===== src/design/swlff_pkg.sv =====
package swlff_pkg;

  localparam int unsigned HEADER_BYTES = 40;

  localparam int unsigned POS_W  = 24;
  localparam int unsigned LEN_W  = 25;
  localparam int unsigned WORD_W = 32;
  localparam int unsigned FILL_W = 3;
  localparam int unsigned CFG_IDX_W = 2;

  localparam logic [WORD_W-1:0] SYNC_WORD = 32'h0004_C453;
  localparam logic [FILL_W-1:0] FILL_FULL = 3'd4;

  // header offsets of each big-endian word
  localparam int unsigned OFS_LENGTH     = 4;
  localparam int unsigned OFS_TYPE       = 8;
  localparam int unsigned OFS_SUBTYPE    = 12;
  localparam int unsigned OFS_SEQUENCE   = 16;
  localparam int unsigned OFS_COMPRESSED = 32;

  // byte position at which each word is complete
  localparam logic [POS_W-1:0] POS_SYNC_END   = POS_W'(OFS_LENGTH);
  localparam logic [POS_W-1:0] POS_LENGTH     = POS_W'(OFS_LENGTH + 3);
  localparam logic [POS_W-1:0] POS_TYPE       = POS_W'(OFS_TYPE + 3);
  localparam logic [POS_W-1:0] POS_SUBTYPE    = POS_W'(OFS_SUBTYPE + 3);
  localparam logic [POS_W-1:0] POS_SEQUENCE   = POS_W'(OFS_SEQUENCE + 3);
  localparam logic [POS_W-1:0] POS_COMPRESSED = POS_W'(OFS_COMPRESSED + 3);
  localparam logic [POS_W-1:0] POS_HDR_LAST   = POS_W'(HEADER_BYTES - 1);
  localparam logic [POS_W-1:0] POS_BODY_FIRST = POS_W'(HEADER_BYTES);

  localparam logic [CFG_IDX_W-1:0] CFG_WANTED_TYPE    = 2'd0;
  localparam logic [CFG_IDX_W-1:0] CFG_WANTED_SUBTYPE = 2'd1;
  localparam logic [CFG_IDX_W-1:0] CFG_MAX_LENGTH     = 2'd2;

  localparam logic [WORD_W-1:0] RST_WANTED_TYPE    = 32'd47;
  localparam logic [WORD_W-1:0] RST_WANTED_SUBTYPE = 32'd4701;
  localparam logic [LEN_W-1:0]  RST_MAX_LENGTH     = LEN_W'(16 * 1024 * 1024);

  typedef struct packed {
    logic [WORD_W-1:0] wanted_type;
    logic [WORD_W-1:0] wanted_subtype;
    logic [LEN_W-1:0]  max_frame_length;
  } cfg_t;

  typedef struct packed {
    logic [7:0]        body_byte;
    logic              first_of_frame;
    logic              last_of_frame;
    logic [WORD_W-1:0] frame_sequence;
    logic              is_compressed;
    logic [WORD_W-1:0] frame_number;
  } res_t;

endpackage


===== src/design/swlff_parser.sv =====
module swlff_parser (
  input  logic               clk,
  input  logic               rst_n,
  input  logic               accept,
  input  logic [7:0]         stream_byte,
  input  swlff_pkg::cfg_t    cfg,
  output logic               res_valid,
  output swlff_pkg::res_t    res
);

  typedef enum logic [1:0] {
    PH_HUNT   = 2'd0,
    PH_HEADER = 2'd1,
    PH_BODY   = 2'd2
  } phase_t;

  phase_t                            phase_r, phase_nxt;
  logic [swlff_pkg::WORD_W-1:0]      window_r, window_nxt;
  logic [swlff_pkg::FILL_W-1:0]      fill_r, fill_nxt;
  logic [swlff_pkg::POS_W-1:0]       pos_r, pos_nxt;
  logic [swlff_pkg::LEN_W-1:0]       total_len_r, total_len_nxt;
  logic [swlff_pkg::WORD_W-1:0]      shift_r, shift_nxt;
  logic                              matches_r, matches_nxt;
  logic [swlff_pkg::WORD_W-1:0]      seq_r, seq_nxt;
  logic                              comp_r, comp_nxt;
  logic [swlff_pkg::WORD_W-1:0]      count_r, count_nxt;

  logic [swlff_pkg::WORD_W-1:0]      hdr_word;
  logic [swlff_pkg::WORD_W-1:0]      hunt_word;
  logic [swlff_pkg::FILL_W-1:0]      hunt_fill;
  logic                              bad_len;
  logic [swlff_pkg::LEN_W-1:0]       pos_inc;
  logic                              body_last;

  assign hdr_word  = {shift_r[swlff_pkg::WORD_W-9:0], stream_byte};
  assign hunt_word = {window_r[swlff_pkg::WORD_W-9:0], stream_byte};
  assign hunt_fill = (fill_r < swlff_pkg::FILL_FULL) ? fill_r + 1'b1 : fill_r;
  assign bad_len   = (hdr_word < swlff_pkg::WORD_W'(swlff_pkg::HEADER_BYTES)) ||
                     (hdr_word > {{(swlff_pkg::WORD_W-swlff_pkg::LEN_W){1'b0}},
                                  cfg.max_frame_length});
  assign pos_inc   = {1'b0, pos_r} + 1'b1;
  assign body_last = (pos_inc >= total_len_r);

  always_comb begin
    phase_nxt     = phase_r;
    window_nxt    = window_r;
    fill_nxt      = fill_r;
    pos_nxt       = pos_r;
    total_len_nxt = total_len_r;
    shift_nxt     = shift_r;
    matches_nxt   = matches_r;
    seq_nxt       = seq_r;
    comp_nxt      = comp_r;
    count_nxt     = count_r;
    res_valid     = 1'b0;

    res.body_byte      = stream_byte;
    res.first_of_frame = (pos_r == swlff_pkg::POS_BODY_FIRST);
    res.last_of_frame  = body_last;
    res.frame_sequence = seq_r;
    res.is_compressed  = comp_r;
    res.frame_number   = count_r;

    if (accept) begin
      case (phase_r)
        PH_HEADER: begin
          shift_nxt = hdr_word;
          pos_nxt   = pos_inc[swlff_pkg::POS_W-1:0];
          if (pos_r == swlff_pkg::POS_LENGTH && bad_len) begin
            // drop the sync word, the length bytes become the hunt window
            window_nxt = hdr_word;
            fill_nxt   = swlff_pkg::FILL_FULL;
            phase_nxt  = PH_HUNT;
            pos_nxt    = '0;
            if (hdr_word == swlff_pkg::SYNC_WORD) begin
              phase_nxt   = PH_HEADER;
              pos_nxt     = swlff_pkg::POS_SYNC_END;
              shift_nxt   = '0;
              matches_nxt = 1'b0;
            end
          end else begin
            case (pos_r)
              swlff_pkg::POS_LENGTH:     total_len_nxt = hdr_word[swlff_pkg::LEN_W-1:0];
              swlff_pkg::POS_TYPE:       matches_nxt = (hdr_word == cfg.wanted_type);
              swlff_pkg::POS_SUBTYPE:    matches_nxt = matches_r &&
                                                       (hdr_word == cfg.wanted_subtype);
              swlff_pkg::POS_SEQUENCE:   seq_nxt = hdr_word;
              swlff_pkg::POS_COMPRESSED: comp_nxt = (hdr_word == swlff_pkg::WORD_W'(1));
              default: ;
            endcase
            if (pos_r == swlff_pkg::POS_HDR_LAST) begin
              if (matches_r) count_nxt = count_r + 1'b1;
              if (total_len_r <= swlff_pkg::LEN_W'(swlff_pkg::HEADER_BYTES)) begin
                // header-only frame
                phase_nxt  = PH_HUNT;
                window_nxt = '0;
                fill_nxt   = '0;
                pos_nxt    = '0;
              end else begin
                phase_nxt = PH_BODY;
              end
            end
          end
        end
        PH_BODY: begin
          res_valid = matches_r;
          if (body_last) begin
            phase_nxt  = PH_HUNT;
            window_nxt = '0;
            fill_nxt   = '0;
            pos_nxt    = '0;
          end else begin
            pos_nxt = pos_inc[swlff_pkg::POS_W-1:0];
          end
        end
        default: begin
          phase_nxt  = PH_HUNT;
          window_nxt = hunt_word;
          fill_nxt   = hunt_fill;
          if (hunt_fill >= swlff_pkg::FILL_FULL && hunt_word == swlff_pkg::SYNC_WORD) begin
            phase_nxt   = PH_HEADER;
            pos_nxt     = swlff_pkg::POS_SYNC_END;
            shift_nxt   = '0;
            matches_nxt = 1'b0;
          end
        end
      endcase
    end
  end

  always_ff @(posedge clk) begin
    if (!rst_n) begin
      phase_r     <= PH_HUNT;
      window_r    <= '0;
      fill_r      <= '0;
      pos_r       <= '0;
      total_len_r <= '0;
      shift_r     <= '0;
      matches_r   <= 1'b0;
      seq_r       <= '0;
      comp_r      <= 1'b0;
      count_r     <= '0;
    end else begin
      phase_r     <= phase_nxt;
      window_r    <= window_nxt;
      fill_r      <= fill_nxt;
      pos_r       <= pos_nxt;
      total_len_r <= total_len_nxt;
      shift_r     <= shift_nxt;
      matches_r   <= matches_nxt;
      seq_r       <= seq_nxt;
      comp_r      <= comp_nxt;
      count_r     <= count_nxt;
    end
  end

  a_hdr_pos_range: assert property (@(posedge clk) disable iff (!rst_n)
    phase_r == PH_HEADER |->
      pos_r >= swlff_pkg::POS_SYNC_END && pos_r <= swlff_pkg::POS_HDR_LAST)
    else $error("header byte position out of range");

  a_body_len: assert property (@(posedge clk) disable iff (!rst_n)
    phase_r == PH_BODY |->
      total_len_r > swlff_pkg::LEN_W'(swlff_pkg::HEADER_BYTES) &&
      pos_r >= swlff_pkg::POS_BODY_FIRST && pos_inc <= total_len_r)
    else $error("body position beyond frame length");

  a_count_step: assert property (@(posedge clk) disable iff (!rst_n)
    count_r != $past(count_r) |->
      $past(phase_r) == PH_HEADER && $past(pos_r) == swlff_pkg::POS_HDR_LAST &&
      $past(matches_r))
    else $error("frame count moved outside header end of a matching frame");

endmodule


===== src/design/swlff_out_buf.sv =====
module swlff_out_buf (
  input  logic            clk,
  input  logic            rst_n,
  input  logic            res_valid,
  input  swlff_pkg::res_t res,
  output logic            full,
  output logic            out_valid,
  input  logic            out_stall,
  output swlff_pkg::res_t out_res
);

  logic            main_valid_r;
  swlff_pkg::res_t main_r;
  logic            skid_valid_r;
  swlff_pkg::res_t skid_r;
  logic            take;

  assign take      = main_valid_r && !out_stall;
  assign full      = skid_valid_r;
  assign out_valid = main_valid_r;
  assign out_res   = main_r;

  always_ff @(posedge clk) begin
    if (!rst_n) begin
      main_valid_r <= 1'b0;
      skid_valid_r <= 1'b0;
    end else if (skid_valid_r) begin
      // input is stalled while the skid entry is occupied
      if (take) begin
        main_r       <= skid_r;
        skid_valid_r <= 1'b0;
      end
    end else if (!main_valid_r || take) begin
      main_valid_r <= res_valid;
      main_r       <= res;
    end else if (res_valid) begin
      skid_valid_r <= 1'b1;
      skid_r       <= res;
    end
  end

  a_skid_behind_main: assert property (@(posedge clk) disable iff (!rst_n)
    skid_valid_r |-> main_valid_r)
    else $error("skid entry held without an output request");

  a_no_drop: assert property (@(posedge clk) disable iff (!rst_n)
    skid_valid_r && !take |=> skid_valid_r && skid_r == $past(skid_r))
    else $error("skid entry lost while output stalled");

endmodule


===== src/design/sync_word_length_frame_filter.sv =====
// Byte-stream deframer: hunts for the sync word 00 04 C4 53, parses the 40-byte
// big-endian header and passes the body bytes of frames whose type and subtype
// match cfg registers 0 and 1, one result per body byte. Throughput is one
// stream byte per clock while in_stall is low; each byte is handled by the
// parser state registers and its result is registered in a two-entry output
// buffer. in_stall rises only when both buffer entries are held by a stalled
// output. Config writes (index 0 type, 1 subtype, 2 max frame length) are
// always ready and should be done while the stream is idle; a frame's match
// is decided when its header words arrive.
module sync_word_length_frame_filter (
  input  logic                               clk,
  input  logic                               rst_n,
  input  logic                               in_valid,
  output logic                               in_stall,
  input  logic [7:0]                         in_stream_byte,
  output logic                               out_valid,
  input  logic                               out_stall,
  output logic [7:0]                         out_body_byte,
  output logic                               out_first_of_frame,
  output logic                               out_last_of_frame,
  output logic [swlff_pkg::WORD_W-1:0]       out_frame_sequence,
  output logic                               out_is_compressed,
  output logic [swlff_pkg::WORD_W-1:0]       out_frame_number,
  input  logic                               cfg_valid,
  output logic                               cfg_ready,
  input  logic [swlff_pkg::CFG_IDX_W-1:0]    cfg_index,
  input  logic [swlff_pkg::WORD_W-1:0]       cfg_data
);

  swlff_pkg::cfg_t cfg_r;
  swlff_pkg::res_t res;
  swlff_pkg::res_t out_res;
  logic            res_valid;
  logic            buf_full;
  logic            accept;

  assign cfg_ready = 1'b1;
  assign in_stall  = buf_full;
  assign accept    = in_valid && !buf_full;

  always_ff @(posedge clk) begin
    if (!rst_n) begin
      cfg_r.wanted_type      <= swlff_pkg::RST_WANTED_TYPE;
      cfg_r.wanted_subtype   <= swlff_pkg::RST_WANTED_SUBTYPE;
      cfg_r.max_frame_length <= swlff_pkg::RST_MAX_LENGTH;
    end else if (cfg_valid && cfg_ready) begin
      case (cfg_index)
        swlff_pkg::CFG_WANTED_TYPE:    cfg_r.wanted_type    <= cfg_data;
        swlff_pkg::CFG_WANTED_SUBTYPE: cfg_r.wanted_subtype <= cfg_data;
        swlff_pkg::CFG_MAX_LENGTH:
          cfg_r.max_frame_length <= cfg_data[swlff_pkg::LEN_W-1:0];
        default: ;
      endcase
    end
  end

  swlff_parser u_parser (
    .clk         (clk),
    .rst_n       (rst_n),
    .accept      (accept),
    .stream_byte (in_stream_byte),
    .cfg         (cfg_r),
    .res_valid   (res_valid),
    .res         (res)
  );

  swlff_out_buf u_out_buf (
    .clk       (clk),
    .rst_n     (rst_n),
    .res_valid (res_valid),
    .res       (res),
    .full      (buf_full),
    .out_valid (out_valid),
    .out_stall (out_stall),
    .out_res   (out_res)
  );

  assign out_body_byte      = out_res.body_byte;
  assign out_first_of_frame = out_res.first_of_frame;
  assign out_last_of_frame  = out_res.last_of_frame;
  assign out_frame_sequence = out_res.frame_sequence;
  assign out_is_compressed  = out_res.is_compressed;
  assign out_frame_number   = out_res.frame_number;

endmodule

===== config.mk =====
export PLATFORM = sky130hd
export DESIGN_NAME = sync_word_length_frame_filter
export DESIGN_NICKNAME = d
export VERILOG_FILES = /design/src/design/swlff_pkg.sv /design/src/design/swlff_parser.sv /design/src/design/swlff_out_buf.sv /design/src/design/sync_word_length_frame_filter.sv
export SDC_FILE = /design/constraint.sdc
export NUM_CORES = 1
export LEC_CHECK = 0
export BUFFER_PORTS_ARGS = -buffer_cell sky130_fd_sc_hd__buf_2
export CAP_MARGIN = 20
export CORE_MARGIN = 4
export CORE_UTILIZATION = 48
export CTS_BUF_LIST = sky130_fd_sc_hd__clkbuf_4 sky130_fd_sc_hd__clkbuf_8 sky130_fd_sc_hd__clkbuf_16
export DETAILED_ROUTE_END_ITERATION = 7
export HOLD_SLACK_MARGIN = 0.02
export PLACE_DENSITY = 0.66
export SYNTH_ARGS = -nofsm -noshare
export SYNTH_HDL_FRONTEND = slang
export SYNTH_SLANG_ARGS = --single-unit

===== constraint.sdc =====
create_clock -name clk -period 7.9 [get_ports clk]
set_clock_uncertainty 0.1 [all_clocks]
set_input_delay 0.79 -clock clk [delete_from_list [all_inputs] [get_ports clk]]
set_output_delay 0.79 -clock clk [all_outputs]
set_load 0.05 [all_outputs]

==> flow_metrics.py, run 1 <==
metrics = {
    "flow_run": {
        "maxCapViolCount": 0,
    },
    "detailed_routing": {
        "first_pass_iters": 5,
        "drcViolationCount": 0,
        "drt-initial-drc-count": 936,
        "drtAntennaViolNets": 0,
        "wl_um": 44500,
        "vias": 13200,
        "via_per_inst": 5.48,
        "route.detailed.wl_per_inst_um": 18.5,
    },
    "cts": {
        "cts_buffers": 42,
        "clock-sinks": 409,
        "root_buffer": "clkbuf_16",
        "cts_tree": "yes",
        "cts_htree_levels": 2,
        "hold_buffers": 0,
        "ctsResizeCount": 0,
        "clkLatencyLatePin_ps": 550,
        "cts_buffer_depth": 3,
        "cts.clk_slew.worst_paths_ps": 70,
        "cts_setup_buffers": 0,
    },
    "global_routing": {
        "grt.total_usage_pct": 21.4,
        "first_global_vias": 12800,
        "antenna_found_initial": 0,
        "grt_pass1_wl_um": 70900,
        "overflow": 0,
        "grt_start_max_net_pins": 78,
    },
    "synthesis": {
        "synth_ff_type": "dfxtp_1",
        "yosysSeqAreaShare_pct": 53.3,
        "syn-cell-area_um2": 18200,
        "synth_top_family_by_area": "simple AND/OR/NAND/NOR gates",
        "yosys_register_bits": 409,
        "avgSynthCellArea_um2": 10.2,
        "synth_compound_area_share_pct": 10.4,
        "async_reset_ff_share_pct": 0,
        "synth-edff-count": 150,
        "synth_adder_area_share_pct": 3.85,
        "synthMuxAreaShare_pct": 6.84,
        "ys_warn_count": 0,
        "synth_simple_gate_area_share_pct": 16.6,
        "netlist_instances": 1782,
        "ys_types": 71,
        "syn_nets": 1885,
        "synth_xor_area_share_pct": 4.72,
    },
    "worst_setup_path": {
        "r2r-end": "u_parser.window_r[2]",
        "criticalPathCategory": "reg2reg",
        "cp-endpoint": "u_parser.window_r[2]",
        "worst-endpoint-arrival_ps": 5790,
        "worst_ep_required_time_ps": 8290,
        "worst_r2r_startpoint": "u_parser.pos_r[2]",
        "cp-end-kind": "register",
        "start_kind": "register",
        "crit_path_max_fanout": 24,
        "reg2regPathDepth": 17,
        "critPathLaunch": "u_parser.pos_r[2]",
        "reg2reg_setup_slack_ps": 2500,
    },
    "finish": {
        "area_growth_pct": 13.5,
        "diodes": 0,
        "utilization_pct": 55.1,
        "drive_above_1_share_pct": 18.6,
        "postLayoutCellArea_um2": 20600,
        "nNetsFinal": 1965,
        "fillers": 3336,
    },
    "outcome": {
        "outcome": "completed",
    },
    "floorplan": {
        "die-area_um2": 41100,
        "dieHeight_um": 203,
        "start_util_pct": 48.5,
        "die_width_um": 203,
        "coreArea_um2": 37500,
        "ios": 125,
        "num_rows": 71,
    },
    "timing": {
        "tightest_slew_ps": 1120,
        "fmax_mhz": 185,
        "fin_crit_sh_pct": 68.3,
        "slew_headroom_pct": 25.1,
        "tns_ps": 0,
        "slew_violations": 0,
        "min_period_ps": 5400,
        "hold_viol": 0,
        "rsz0062_at_grt": "false",
        "fin_ws_ps": 2500,
        "setup_viol": 0,
    },
    "place": {
        "gp_congestion": 0.880,
        "place_hpwl_um": 29600,
        "dpl_cell_area_um2": 19200,
        "numPortBuffers": 123,
        "dpl_worst_slack_ps": 2570,
    },
    "power": {
        "power.density_nw_per_um2": 217,
        "finalPower_uw": 4480,
        "p_leak_uw": 0.00814,
        "vdd_drop_max_v": 0.000122,
    },
    "min_path": {
        "hp-class": "reg2reg",
    },
}
cell type report:
cell class	instances	area, um2	share of cell area (%)
inverter	70	268	1.30
tap	511	639	3.10
sequential	409	9690	47.0
clock inverter	15	129	0.624
timing repair buffer	152	873	4.23
clock buffer	63	1290	6.24
multi-input combinational	1187	7750	37.6
flip-flops by register name, summed over array words and instances (netlist names):
signal,cells
cfg_r,89
u_out_buf.full,1
u_out_buf.out_res,75
u_out_buf.out_valid,1
u_out_buf.skid_r,75
u_parser.comp_r,1
u_parser.count_r,32
u_parser.fill_r,3
u_parser.matches_r,1
u_parser.phase_r,2
u_parser.pos_r,24
u_parser.seq_r,32
u_parser.shift_r,24
u_parser.total_len_r,25
u_parser.window_r,24
Yosys cell counts (all sizes together), types with 5 or more instances:
library cell  instances  area (um2)
edfxtp              150        4500
dfxtp               259        5180
xor2                 21         184
mux2                 74         833
a21oi               142         711
a31oi                 6        67.6
or2                   7        43.8
or3                   9        56.3
nor3                 12        76.3
inv                  69         259
and2                  7        43.8
xnor2                77         674
nand2               315        1180
clkbuf               96         360
and3                 14        87.6
mux2i                41         410
nand4                44         290
and4                  5        43.8
nand2b               19         119
buf                  20         150
nor2                101         407
o21ai                18        90.1
a22oi                42         315
a22o                 26         228
a211oi               19         198
nor2b                 5        31.3
nand3                46         235
nor4                 30         209
ha                   56         701
cells by family after synthesis:
logic type               after synthesis
adder cells (fa/ha/maj)               56
other                                  1
AO/OA/AOI/OAI                        285
buffers and inverters                186
flip-flops                           409
multiplexers                         115
AND/OR/NAND/NOR                      632
XOR/XNOR                              98
critical path, stage by stage, from the launching register on:
cell	delay, ps
dfxtp_1	480
and2_1	240
nand4_1	140
or2_2	370
nor3_1	470
nand3_1	190
nor2_1	160
xnor2_1	100
ha_1	320
nand4_1	150
nor4_1	470
a22oi_1	120
o211ai_1	180
o31ai_1	250
a31oi_4	600
buf_4	400
nor3b_4	400
a22o_1	200
routing by layer:
metal	vias to the layer above	track usage [%]	part of all wire (%)
met5	-	0	0
met3	100	3.63	6.1
met4	0	8.17	3.8
li1	6419	-	-
met1	6273	28.4	43
met2	395	35.2	47
stage by stage:
step | instances | hold slack [ps]
6_report | 2407 | 350
5_1_grt | 2407 | 370
4_1_cts | 2405 | 356
3_5_place_dp | 2327 | 346
3_3_place_gp | 2327 | 339
2_1_floorplan | 1782 | 326
worst min-delay path by stage:
| stage | from | end | slack (ps) | depth (start not counted) |
|---|---|---|---|---|
| floorplan | u_parser.seq_r[0] | u_out_buf.skid_r[33] | 330 | 0 |
| global placement | u_parser.seq_r[28] | u_out_buf.skid_r[61] | 340 | 0 |
| detailed placement | u_parser.seq_r[30] | u_out_buf.skid_r[63] | 350 | 0 |
| CTS | u_parser.seq_r[2] | u_out_buf.skid_r[35] | 360 | 0 |
| global route | u_parser.seq_r[4] | u_out_buf.skid_r[37] | 370 | 0 |
| finish | u_parser.seq_r[2] | u_out_buf.skid_r[35] | 350 | 0 |
power breakdown:
part	switching [uW]	leakage, uW	internal [uW]	total (uW)
clock network	828	0.000716	1170	2000
logic	178	0.00371	72.2	250
registers	21.8	0.00371	2210	2240
total	1030	0.00814	3460	4480
placed cells by master (no fill, tap or decap), types with 14 or more instances in the layout:
| cell type | instances |
|---|---|
| a21oi_1 | 141 |
| nand3_1 | 45 |
| o21ai_0 | 17 |
| xnor2_1 | 77 |
| inv_1 | 69 |
| nand2_1 | 314 |
| nand2b_1 | 19 |
| mux2i_1 | 41 |
| clkbuf_16 | 43 |
| dfxtp_1 | 258 |
| ha_1 | 56 |
| edfxtp_1 | 150 |
| and3_1 | 14 |
| a22o_1 | 26 |
| mux2_2 | 74 |
| buf_4 | 27 |
| buf_2 | 123 |
| xor2_1 | 21 |
| nor4_1 | 27 |
| nor2_1 | 89 |
| a22oi_1 | 42 |
| nand4_1 | 43 |
Power figures use the tool's default switching activity.
==> run 2: changes to the inputs <==
==> constraint.sdc (replaced) <==
create_clock -name clk -period 5.3 [get_ports clk]
set_clock_uncertainty 0.1 [all_clocks]
set_input_delay 0.53 -clock clk [delete_from_list [all_inputs] [get_ports clk]]
set_output_delay 0.53 -clock clk [all_outputs]
set_load 0.05 [all_outputs]
==> flow_metrics.py, run 2 (same netlist as run 1, synthesis figures left out) <==
metrics = {
    "outcome": {
        "outcome": "completed",
    },
    "timing": {
        "fmax_mhz": 211,
        "setup_viol": 0,
        "slew_headroom_pct": 27.7,
        "tightest_slew_ps": 1090,
        "min_period_ps": 4730,
        "rsz0062_at_grt": "false",
        "slew_violations": 0,
        "tns_ps": 0,
        "hold_viol": 0,
        "fin_crit_sh_pct": 89.3,
    },
    "power": {
        "share_seq_of_total_power_pct": 49.6,
        "p_leak_uw": 0.00817,
        "p_clk_share_pct": 44.9,
        "switchingPower_uw": 1490,
        "switching_share_pct": 22.2,
        "vdd_drop_max_v": 0.000180,
        "power.density_nw_per_um2": 325,
        "p_int_uw": 5230,
        "combPwrFrac_pct": 5.6,
        "finalPower_uw": 6720,
    },
    "cts": {
        "ctsResizeCount": 0,
        "clkLatencyLatePin_ps": 550,
        "hold_buffers": 0,
        "root_buffer": "clkbuf_16",
        "cts_buffers": 42,
        "cts_htree_levels": 2,
        "cts.clk_slew.worst_paths_ps": 60,
        "clock-sinks": 409,
        "cts_buffer_depth": 3,
        "cts_tree": "yes",
        "cts_setup_buffers": 0,
    },
    "floorplan": {
        "coreArea_um2": 37500,
        "ios": 125,
        "start_util_pct": 48.5,
        "dieHeight_um": 203,
        "die-area_um2": 41100,
        "die_width_um": 203,
        "num_rows": 71,
    },
    "detailed_routing": {
        "drcViolationCount": 0,
        "wl_um": 45300,
        "vias": 13400,
        "drt-initial-drc-count": 1036,
        "first_pass_iters": 5,
        "drtAntennaViolNets": 0,
        "via_per_inst": 5.54,
        "route.detailed.wl_per_inst_um": 18.8,
    },
    "place": {
        "numPortBuffers": 123,
        "place_inst": 2333,
        "gp_congestion": 0.865,
        "place_hpwl_um": 30500,
    },
    "finish": {
        "nNetsFinal": 1971,
        "diodes": 0,
        "area_growth_pct": 13.8,
        "drive_above_1_share_pct": 18.7,
        "largest_reg_flops": 89,
        "fin_cells": 2410,
        "fillers": 3296,
        "top_register": "cfg_r",
        "final_cell_mix": "nand2_1, dfxtp_1, edfxtp_1, a21oi_1, buf_2",
        "layout_commonest_cell": "nand2_1",
        "utilization_pct": 55.2,
    },
    "worst_setup_path": {
        "cpMostUsedCell": "nor2_1",
        "path_cells": "ha_1 -> nand2_1 -> nor2_1 -> nand3_1 -> or2_2 -> nor2_1 -> xnor2_1 -> ha_1 -> nand4_1 -> nor4_1 -> a22oi_1 -> o211ai_1 -> o31ai_1 -> a31oi_4 -> buf_4 -> nor2_1 -> a211oi_1",
        "r2r-end": "u_parser.window_r[8]",
        "reg2regPathDepth": 17,
        "critPathSlowestCell": "nor4_1",
        "cp-end-kind": "register",
        "worst_r2r_startpoint": "u_parser.pos_r[0]",
        "start_kind": "register",
        "worst_ep_required_time_ps": 5640,
        "worst-endpoint-arrival_ps": 5070,
        "crit_path_max_fanout": 32,
        "max_stage_delay_ps": 470,
        "criticalPathCategory": "reg2reg",
        "reg2reg_setup_slack_ps": 570,
    },
    "global_routing": {
        "overflow": 0,
        "grt_start_max_net_pins": 82,
        "first_global_vias": 13000,
        "antenna_found_initial": 0,
        "grt_pass1_wl_um": 71800,
        "grt.total_usage_pct": 21.7,
    },
    "flow_run": {
        "maxCapViolCount": 0,
    },
    "min_path": {
        "hp-class": "in2reg",
        "hold_start": "cfg_data[27]",
        "min_delay_path_depth": 3,
        "hold_path_end": "cfg_r[52]",
    },
}
## run 2: power by group through the flow
stage	Sequential, uW	Clock (uW)	Combinational (uW)
2_1_floorplan	3470	0	188
4_1_cts	3330	3070	374
3_3_place_gp	3400	0	367
6_report	3330	3020	376
3_5_place_dp	3400	0	373
5_1_grt	3340	3200	404
## run 2: layout make-up
cell class	count	area (um2)	area share, %
inverters	70	268	1.29
well taps	511	639	3.09
clock buffers	67	1340	6.46
repair buffers	158	906	4.38
multi-input cells	1187	7750	37.5
flip-flops and latches	409	9690	46.9
clock inverters	8	92.6	0.448
## run 2: per-stage QoR
stage,hold WS (ps),worst slack [ps],instance area [um2]
floorplan,326,369,18200
global placement,340,834,19200
detailed placement,347,659,19200
CTS,120,627,20600
global route,138,89.2,20700
finish,128,568,20700
## run 2: worst max path at each step
stage                                 end  cells after the start               from
floorplan             u_out_buf.skid_r[0]                      5     u_out_buf.full
global placement     u_parser.window_r[8]                     17  u_parser.pos_r[0]
detailed placement   u_parser.window_r[8]                     17  u_parser.pos_r[0]
CTS                  u_parser.window_r[8]                     17  u_parser.pos_r[0]
global route        u_parser.window_r[12]                     17  u_parser.pos_r[0]
finish               u_parser.window_r[8]                     17  u_parser.pos_r[0]
## run 2: worst max-delay path, delay by kind of cell (launching register included)
kind,cells,cell delay [ps]
AO/OA/AOI/OAI,5,1110
XOR/XNOR,1,100
flip-flops,1,400
buffers and inverters,1,450
adder cells (fa/ha/maj),2,640
AND/OR/NAND/NOR,8,1830
## run 2: metal layers
layer	GRT usage, %	share of wire, %	up-vias	routed length [um]
met5	0	0	-	0
met4	7.32	3.4	0	1540
met3	3.00	6.2	100	2820
met2	36.3	48	430	21600
met1	29.2	43	6412	19300
li1	-	-	6408	-
